`src/hw/rtl/auto_repeat_time_setter_macros.svh`:
```
// Assertion macros for the up/down time setter.
`ifndef AUTO_REPEAT_TIME_SETTER_MACROS_SVH
`define AUTO_REPEAT_TIME_SETTER_MACROS_SVH

`ifndef SYNTHESIS

// Same-cycle implication, checked outside reset
`define ARTS_ASSERT_IMP(label, clk, rst_n, ante, cons) \
    label: assert property (@(posedge clk) disable iff (!rst_n) (ante) |-> (cons)) \
        else $error("time setter check failed");

// Next-cycle implication, checked outside reset
`define ARTS_ASSERT_NXT(label, clk, rst_n, ante, cons) \
    label: assert property (@(posedge clk) disable iff (!rst_n) (ante) |=> (cons)) \
        else $error("time setter check failed");

`else

`define ARTS_ASSERT_IMP(label, clk, rst_n, ante, cons)
`define ARTS_ASSERT_NXT(label, clk, rst_n, ante, cons)

`endif

`endif

```
`src/hw/rtl/arts_pkg.sv`:
```
// Shared types, constants and the step-size table of the time setter.
`default_nettype none

package arts_pkg;

    // Field widths
    localparam int TIME_W = 15;
    localparam int MODE_W = 3;
    localparam int HOLD_W = 4;
    localparam int STEP_W = 12;

    // Parameter defaults
    localparam int unsigned MAX_SECONDS_DEF  = 18000;
    localparam int unsigned REPEAT_POLLS_DEF = 10;

    // Step mode codes
    localparam logic [MODE_W-1:0] MODE_1S    = 3'd0;
    localparam logic [MODE_W-1:0] MODE_10S   = 3'd1;
    localparam logic [MODE_W-1:0] MODE_60S   = 3'd2;
    localparam logic [MODE_W-1:0] MODE_600S  = 3'd3;
    localparam logic [MODE_W-1:0] MODE_3600S = 3'd4;

    // Step sizes in seconds
    localparam logic [STEP_W-1:0] STEP_1S    = 12'd1;
    localparam logic [STEP_W-1:0] STEP_10S   = 12'd10;
    localparam logic [STEP_W-1:0] STEP_60S   = 12'd60;
    localparam logic [STEP_W-1:0] STEP_600S  = 12'd600;
    localparam logic [STEP_W-1:0] STEP_3600S = 12'd3600;

    // Which buttons fire a step on this request
    typedef struct packed {
        logic up;
        logic down;
    } arts_fire_t;

    // One result item
    typedef struct packed {
        logic [TIME_W-1:0] time_seconds;
        logic              changed;
    } arts_result_t;

    // Map a mode code to its step; unused codes give one second
    function automatic logic [STEP_W-1:0] step_size(input logic [MODE_W-1:0] mode);
        logic [STEP_W-1:0] step;
        case (mode)
            MODE_1S:    step = STEP_1S;
            MODE_10S:   step = STEP_10S;
            MODE_60S:   step = STEP_60S;
            MODE_600S:  step = STEP_600S;
            MODE_3600S: step = STEP_3600S;
            default:    step = STEP_1S;
        endcase
        return step;
    endfunction

endpackage

`default_nettype wire

```
`src/hw/rtl/arts_if.sv`:
```
// Valid/ready channel interfaces for button polls and time results.
`default_nettype none

interface arts_poll_if;
    logic valid;
    logic ready;
    logic up_pressed;
    logic down_pressed;

    modport source (output valid, output up_pressed, output down_pressed, input ready);
    modport sink   (input valid, input up_pressed, input down_pressed, output ready);
endinterface

interface arts_result_if;
    logic                          valid;
    logic                          ready;
    logic [arts_pkg::TIME_W-1:0]   time_seconds;
    logic                          changed;

    modport source (output valid, output time_seconds, output changed, input ready);
    modport sink   (input valid, input time_seconds, input changed, output ready);
endinterface

`default_nettype wire

```
`src/hw/rtl/arts_button.sv`:
```
// Press detector and auto-repeat hold counter for one button.
`default_nettype none

module arts_button #(
    parameter int unsigned REPEAT_POLLS = arts_pkg::REPEAT_POLLS_DEF
) (
    input  logic clk,
    input  logic rst_n,
    input  logic accept,
    input  logic pressed,
    output logic fire
);
    import arts_pkg::*;

    localparam logic [HOLD_W-1:0] REPEAT_CNT = HOLD_W'(REPEAT_POLLS);

    logic              released_reg;
    logic              released_next;
    logic [HOLD_W-1:0] hold_reg;
    logic [HOLD_W-1:0] hold_next;
    logic [HOLD_W-1:0] hold_inc;

    // Fire on a fresh press or when the hold count reaches the repeat period
    always_comb
    begin
        hold_inc      = hold_reg + HOLD_W'(1);
        fire          = pressed && (released_reg || (hold_inc >= REPEAT_CNT));
        released_next = !pressed;
        hold_next     = hold_reg;
        if (pressed)
        begin
            hold_next = fire ? '0 : hold_inc;
        end
    end

    // Advance the button state on each accepted request
    always_ff @(posedge clk or negedge rst_n)
    begin
        if (!rst_n)
        begin
            released_reg <= 1'b1;
            hold_reg     <= '0;
        end
        else if (accept)
        begin
            released_reg <= released_next;
            hold_reg     <= hold_next;
        end
    end

endmodule

`default_nettype wire

```
`src/hw/rtl/arts_time_step.sv`:
```
// Stored time value with saturating up then down steps.
`default_nettype none

module arts_time_step #(
    parameter int unsigned MAX_SECONDS = arts_pkg::MAX_SECONDS_DEF
) (
    input  logic                          clk,
    input  logic                          rst_n,
    input  logic                          accept,
    input  logic [arts_pkg::MODE_W-1:0]   step_mode,
    input  arts_pkg::arts_fire_t          fire,
    output logic [arts_pkg::TIME_W-1:0]   cur_time,
    output logic [arts_pkg::TIME_W-1:0]   next_time,
    output logic                          changed
);
    import arts_pkg::*;

    localparam logic [TIME_W:0] MAX_EXT = (TIME_W + 1)'(MAX_SECONDS);

    logic [TIME_W-1:0] time_reg;
    logic [STEP_W-1:0] step;
    logic [TIME_W-1:0] step_t;
    logic [TIME_W:0]   sum;
    logic [TIME_W-1:0] after_up;

    // Apply up with a clamp at the top, then down with a clamp at zero
    always_comb
    begin
        step     = step_size(step_mode);
        step_t   = TIME_W'(step);
        sum      = {1'b0, time_reg} + (TIME_W + 1)'(step);
        after_up = time_reg;
        if (fire.up)
        begin
            after_up = (sum > MAX_EXT) ? MAX_EXT[TIME_W-1:0] : sum[TIME_W-1:0];
        end
        next_time = after_up;
        if (fire.down)
        begin
            next_time = (after_up >= step_t) ? (after_up - step_t) : '0;
        end
        changed = fire.up || fire.down;
    end

    assign cur_time = time_reg;

    // Hold the time value between requests
    always_ff @(posedge clk or negedge rst_n)
    begin
        if (!rst_n)
        begin
            time_reg <= '0;
        end
        else if (accept)
        begin
            time_reg <= next_time;
        end
    end

endmodule

`default_nettype wire

```
`src/hw/rtl/auto_repeat_time_setter.sv`:
```
// Top level of the up/down button time setter with auto-repeat.
//
// Usage: each request on poll carries the up and down button levels of one
// poll. Each accepted request yields exactly one result on the result channel:
// the time in seconds after that poll and a flag that is high when a button
// applied a step. A fresh press steps at once; a held button steps again on
// every REPEAT_POLLS-th held poll. Step size comes from the 3-bit mode
// register written through cfg_we / cfg_wdata; the user must write it only
// while the block is idle, which the block itself does not enforce.
// Throughput: one request per cycle while poll.ready is high; the time value
// and button counters are updated in a single pass between the state
// registers and the output stage. Stall: an output register plus a one-entry
// skid register absorb a stalled receiver; poll.ready drops only while the
// skid register is full and rises again once the receiver takes a result.
// Reset: time value 0, both buttons released, hold counters 0, mode 1 s,
// output and skid stages empty.
`default_nettype none
`include "auto_repeat_time_setter_macros.svh"

module auto_repeat_time_setter #(
    parameter int unsigned MAX_SECONDS  = arts_pkg::MAX_SECONDS_DEF,
    parameter int unsigned REPEAT_POLLS = arts_pkg::REPEAT_POLLS_DEF
) (
    input  logic                          clk,
    input  logic                          rst_n,
    input  logic                          cfg_we,
    input  logic [arts_pkg::MODE_W-1:0]   cfg_wdata,
    arts_poll_if.sink                     poll,
    arts_result_if.source                 result
);
    import arts_pkg::*;

    logic [MODE_W-1:0] step_mode_reg;
    logic              accept;
    arts_fire_t        fire;
    logic [TIME_W-1:0] cur_time;
    logic [TIME_W-1:0] next_time;
    logic              changed;
    arts_result_t      new_res;

    logic              out_valid_reg;
    logic              out_valid_next;
    logic              skid_valid_reg;
    logic              skid_valid_next;
    arts_result_t      out_data_reg;
    arts_result_t      skid_data_reg;
    logic              out_stall;

    // Hold the step mode register
    always_ff @(posedge clk or negedge rst_n)
    begin
        if (!rst_n)
        begin
            step_mode_reg <= MODE_1S;
        end
        else if (cfg_we)
        begin
            step_mode_reg <= cfg_wdata;
        end
    end

    assign poll.ready = !skid_valid_reg;
    assign accept     = poll.valid && poll.ready;

    arts_button #(
        .REPEAT_POLLS (REPEAT_POLLS)
    ) u_up_button (
        .clk     (clk),
        .rst_n   (rst_n),
        .accept  (accept),
        .pressed (poll.up_pressed),
        .fire    (fire.up)
    );

    arts_button #(
        .REPEAT_POLLS (REPEAT_POLLS)
    ) u_down_button (
        .clk     (clk),
        .rst_n   (rst_n),
        .accept  (accept),
        .pressed (poll.down_pressed),
        .fire    (fire.down)
    );

    arts_time_step #(
        .MAX_SECONDS (MAX_SECONDS)
    ) u_time_step (
        .clk       (clk),
        .rst_n     (rst_n),
        .accept    (accept),
        .step_mode (step_mode_reg),
        .fire      (fire),
        .cur_time  (cur_time),
        .next_time (next_time),
        .changed   (changed)
    );

    assign new_res = '{time_seconds: next_time, changed: changed};

    // Output stage control: park a new result in the skid when output stalls
    always_comb
    begin
        out_stall       = out_valid_reg && !result.ready;
        out_valid_next  = out_valid_reg;
        skid_valid_next = skid_valid_reg;
        if (out_stall)
        begin
            if (accept)
            begin
                skid_valid_next = 1'b1;
            end
        end
        else if (skid_valid_reg)
        begin
            out_valid_next  = 1'b1;
            skid_valid_next = 1'b0;
        end
        else
        begin
            out_valid_next = accept;
        end
    end

    always_ff @(posedge clk or negedge rst_n)
    begin
        if (!rst_n)
        begin
            out_valid_reg  <= 1'b0;
            skid_valid_reg <= 1'b0;
        end
        else
        begin
            out_valid_reg  <= out_valid_next;
            skid_valid_reg <= skid_valid_next;
        end
    end

    // Move result payloads through the output and skid registers
    always_ff @(posedge clk)
    begin
        if (out_stall)
        begin
            if (accept)
            begin
                skid_data_reg <= new_res;
            end
        end
        else if (skid_valid_reg)
        begin
            out_data_reg <= skid_data_reg;
        end
        else if (accept)
        begin
            out_data_reg <= new_res;
        end
    end

    assign result.valid        = out_valid_reg;
    assign result.time_seconds = out_data_reg.time_seconds;
    assign result.changed      = out_data_reg.changed;

    // Checks
    `ARTS_ASSERT_IMP(a_skid_needs_out, clk, rst_n, skid_valid_reg, out_valid_reg)
    `ARTS_ASSERT_IMP(a_time_in_range, clk, rst_n, out_valid_reg, (out_data_reg.time_seconds <= TIME_W'(MAX_SECONDS)))
    `ARTS_ASSERT_IMP(a_idle_keeps_time, clk, rst_n, (accept && !changed), (next_time == cur_time))
    `ARTS_ASSERT_NXT(a_skid_on_stall, clk, rst_n, (!out_stall && !skid_valid_reg), !skid_valid_reg)

endmodule

`default_nettype wire
```
`src/flat_wrapper.sv`:
```
// flat-port wrapper written by rule: the top's interface ports become plain ports
module auto_repeat_time_setter_flat import arts_pkg::*;
#(
    parameter int unsigned MAX_SECONDS  = arts_pkg::MAX_SECONDS_DEF,
    parameter int unsigned REPEAT_POLLS = arts_pkg::REPEAT_POLLS_DEF
)
  (clk, rst_n, cfg_we, cfg_wdata, poll_valid, poll_up_pressed, poll_down_pressed, poll_ready, result_valid, result_time_seconds, result_changed, result_ready);
  arts_poll_if poll_i ();
  arts_result_if result_i ();
  input  logic clk;
  input  logic rst_n;
  input  logic cfg_we;
  input  logic [arts_pkg::MODE_W-1:0] cfg_wdata;
  input wire logic [$bits(poll_i.valid)-1:0] poll_valid;
  input wire logic [$bits(poll_i.up_pressed)-1:0] poll_up_pressed;
  input wire logic [$bits(poll_i.down_pressed)-1:0] poll_down_pressed;
  output wire logic [$bits(poll_i.ready)-1:0] poll_ready;
  output wire logic [$bits(result_i.valid)-1:0] result_valid;
  output wire logic [$bits(result_i.time_seconds)-1:0] result_time_seconds;
  output wire logic [$bits(result_i.changed)-1:0] result_changed;
  input wire logic [$bits(result_i.ready)-1:0] result_ready;
  assign poll_i.valid = poll_valid;
  assign poll_i.up_pressed = poll_up_pressed;
  assign poll_i.down_pressed = poll_down_pressed;
  assign poll_ready = poll_i.ready;
  assign result_valid = result_i.valid;
  assign result_time_seconds = result_i.time_seconds;
  assign result_changed = result_i.changed;
  assign result_i.ready = result_ready;
  auto_repeat_time_setter #(.MAX_SECONDS(MAX_SECONDS), .REPEAT_POLLS(REPEAT_POLLS)) u_core (.clk(clk), .rst_n(rst_n), .cfg_we(cfg_we), .cfg_wdata(cfg_wdata), .poll(poll_i), .result(result_i));
endmodule
```
`config.mk`:
```
export PLATFORM = sky130hd
export DESIGN_NAME = auto_repeat_time_setter_flat
export DESIGN_NICKNAME = d
export VERILOG_FILES = /design/src/hw/rtl/arts_pkg.sv /design/src/hw/rtl/arts_if.sv /design/src/hw/rtl/arts_button.sv /design/src/hw/rtl/arts_time_step.sv /design/src/hw/rtl/auto_repeat_time_setter.sv /design/src/flat_wrapper.sv
export VERILOG_INCLUDE_DIRS = /design/src /design/src/hw/rtl
export SDC_FILE = /design/constraint.sdc
export NUM_CORES = 1
export LEC_CHECK = 0
export ABC_AREA = 1
export BUFFER_PORTS_ARGS = -buffer_cell sky130_fd_sc_hd__buf_2
export CAP_MARGIN = 15
export CORE_ASPECT_RATIO = 1.4
export CORE_MARGIN = 2
export CORE_UTILIZATION = 56
export CTS_CLUSTER_DIAMETER = 200
export DETAILED_ROUTE_END_ITERATION = 10
export PLACE_DENSITY = 0.84
export SLEW_MARGIN = 30
export SYNTH_ARGS = -nofsm -noshare
export SYNTH_HDL_FRONTEND = slang
export SYNTH_SLANG_ARGS = --single-unit
```
`constraint.sdc`:
```
create_clock -name clk -period 5.15 [get_ports clk]
set_input_delay 0.515 -clock clk [delete_from_list [all_inputs] [get_ports clk]]
set_output_delay 0.515 -clock clk [all_outputs]
set_load 0.005 [all_outputs]
```
==> results_dict.tcl <==
set metrics [dict create \
    ant_nets 0 \
    path_max_fanout 5 \
    clock_latency_ns 0.36 \
    synth_area_mm2 0.00448 \
    wl_met3_um 1210 \
    fillers 487 \
    pwr_density_cell_mw_per_mm2 596 \
    synthCells 623 \
    report.final.slew_viol_count 0 \
    row_count 38 \
    fin_crit_ns 5.33 \
    maxCapViolCount 0 \
    synth_edf_count 32 \
    max_freq_ghz 0.187 \
    drt_first_pass_iters 6 \
    gr-total-overflow 0 \
    cts-htree-levels 3 \
    timing.final.crit_share 1.04 \
    cp_common_cell "nand2_1" \
    hp-class "in -> async" \
    clkTransAtPathRegs_ns 0.08 \
    cp_slowest_cell "dfrtp_2" \
    wl_met2_um 7080 \
    critPathBufInv 5 \
    synth_ff_type "edfxtp_1" \
    regArea_mm2 0.00172 \
    die-area_mm2 0.00874 \
    synthTopCellsByArea "edfxtp_1 (21%), nand2_1 (19%), dfrtp_1 (16%)" \
    status "finished with violations" \
    globalplace.congestion 0.953 \
    core_area_mm2 0.00775 \
    cpPeakStageDelay_ns 0.47 \
    synth_commonest_cells "nand2_1 (223), inv_1 (67), nor2_1 (51)" \
    hold_violations 0 \
    syn2layout_area_growth_pct 30.4 \
    postSynthAreaPerCell_um2 7.19 \
    maxSlewHeadroom 0.458 \
    ys_warn_count 0 \
    grt_pass1_vias 4251 \
    routed.top_layer "met4" \
    drive_gt1_frac 0.327 \
    yosysSeqAreaShare 0.383 \
    start_util 0.578 \
    drcViolationCount 0 \
    drtIter0Drc 694 \
    crit_type "reg -> reg" \
    io_pins 28 \
    cpLargestDelayFamily "simple AND/OR/NAND/NOR gates" \
    grt_pass1_wl_um 18800 \
    dpl-instance-area_mm2 0.00496 \
    skew_ns 0.0119 \
    peakVddDrop_uv 294 \
    arrival_ns 5.44 \
    synth_top_area_cell "edfxtp_1" \
    worst_slack_ns -0.184 \
    portBuffers 27 \
    diodes 0 \
    finalSetupViolCount 36 \
    cp.depth 37 \
    cts.sinks 62 \
    multi_input_area_mm2 0.00295 \
    cts_max_path_buffers 2 \
    p_leak_uw 0.00283 \
    yosys_register_bits 62 \
    cts_root_buf "clkbuf_8" \
    track_usage 0.277 \
    synth_most_common_cell "nand2_1" \
    hpwlAfterDp_um 8590 \
    synth.net_count 656 \
    fp.dieH_um 110 \
    nets 738 \
    die_w_um 79.6 \
    async_flop_share 0.484 \
    fin_hold_ws_ns 0.220 \
    antenna_found_initial 0 \
    wl_per_cell_um 18.2 \
    wl_met1_um 5140 \
    worstMarginPinSlew_ns 0.811 \
    grt_max_degree 31 \
    startpoint_type "flip-flop" \
    violations "setup timing" \
    final_area_mm2 0.00584 \
    cts_tree "built" \
    detail_route.vias_per_cell 6.15 \
    power.total_uw 3480 \
    rsz0062_at_grt "true" \
    synth_top_cell_area_share 0.214 \
    numCtsBuffers 9 \
    rr_worst_depth 37 \
    routed_wl_um 14700 \
    cp.required_ns 5.26 \
    largest_reg_flops 16 \
    synth.distinct_cells 45 \
    crit_path_end_kind "flip-flop" \
    num_vias 4983 \
]
-- per-stage QoR --
step	cells	worst slack, ns	TNS (ns)	utilization
final	810	-0.184	-2.93	0.754
after global routing	810	-0.415	-9.92	0.754
after CTS	791	0.00947	0	0.669
after detailed placement	775	-0.162	-2.70	0.640
after global placement	775	0.0952	0	0.640
after floorplan	623	0.276	0	-
-- area by class of cell --
| type | count | area share |
|---|---|---|
| flip-flops and latches | 62 | 0.294 |
| well taps | 100 | 0.0214 |
| multi-input cells | 476 | 0.506 |
| clock buffers | 12 | 0.0248 |
| inverters | 75 | 0.0499 |
| clock inverters | 4 | 0.00814 |
| repair buffers | 81 | 0.0964 |
-- worst paths after layout --
path	startpoint	to	slack (ns)
worst max-delay path	u_core.step_mode_reg[2]	u_core.result.time_seconds[12]	-0.18
worst min-delay path	rst_n	u_core.step_mode_reg[1]	0.22
worst max register to register	u_core.step_mode_reg[2]	u_core.result.time_seconds[12]	-0.18
worst min register to register	u_core.u_up_button.released_reg	u_core.u_up_button.released_reg	0.47
max in group asynchronous	rst_n	u_core.step_mode_reg[2]	4.41
min in group clk	cfg_wdata[0]	u_core.step_mode_reg[0]	0.37
-- report_power, final --
group / internal (uW) / total, uW / switching, uW
Sequential: 689 / 815 / 126
Clock: 235 / 438 / 202
Combinational: 874 / 2230 / 1350
Total: 1800 / 3480 / 1680
-- kinds of logic after synthesis --
group           share of synthesized area
compound gates                     0.0846
xor+xnor                           0.0254
fa+ha+maj                          0.0659
buf+inv                            0.0743
flops                               0.383
simple gates                        0.367
-- cells in the final DEF, fill, tap and decap left out, types with 6 or more instances in the layout --
cell type,Yosys,routed
nand3_2,4,16
clkbuf_8,0,10
nand2_4,2,12
nand4_1,15,15
edfxtp_1,32,32
nand2_2,8,43
buf_2,2,27
inv_1,67,59
ha_4,0,8
nor2_1,51,46
dfrtp_1,28,27
a21oi_1,18,14
nand2_1,223,178
o21ai_1,6,9
buf_6,1,6
ha_1,22,13
o21ai_0,24,18
nor2_2,5,6
buf_4,0,48
inv_2,5,10
nand3_1,45,32
-- what timing repair did --
action | CTS | global route
gates resized for setup | 7 | 136
gates cloned | 0 | 1
hold buffers | 0 | 0
endpoints found under the setup margin | 44 | 45
buffers inserted | 0 | 18
pin swaps | 0 | 52
-- per-layer routing --
layer	up-vias	global-route usage
met5	-	0
met4	0	0.174
met3	146	0.0378
met2	405	0.487
met1	2239	0.313
li1	2193	-
No activity file was read; power rests on OpenSTA's default activity.
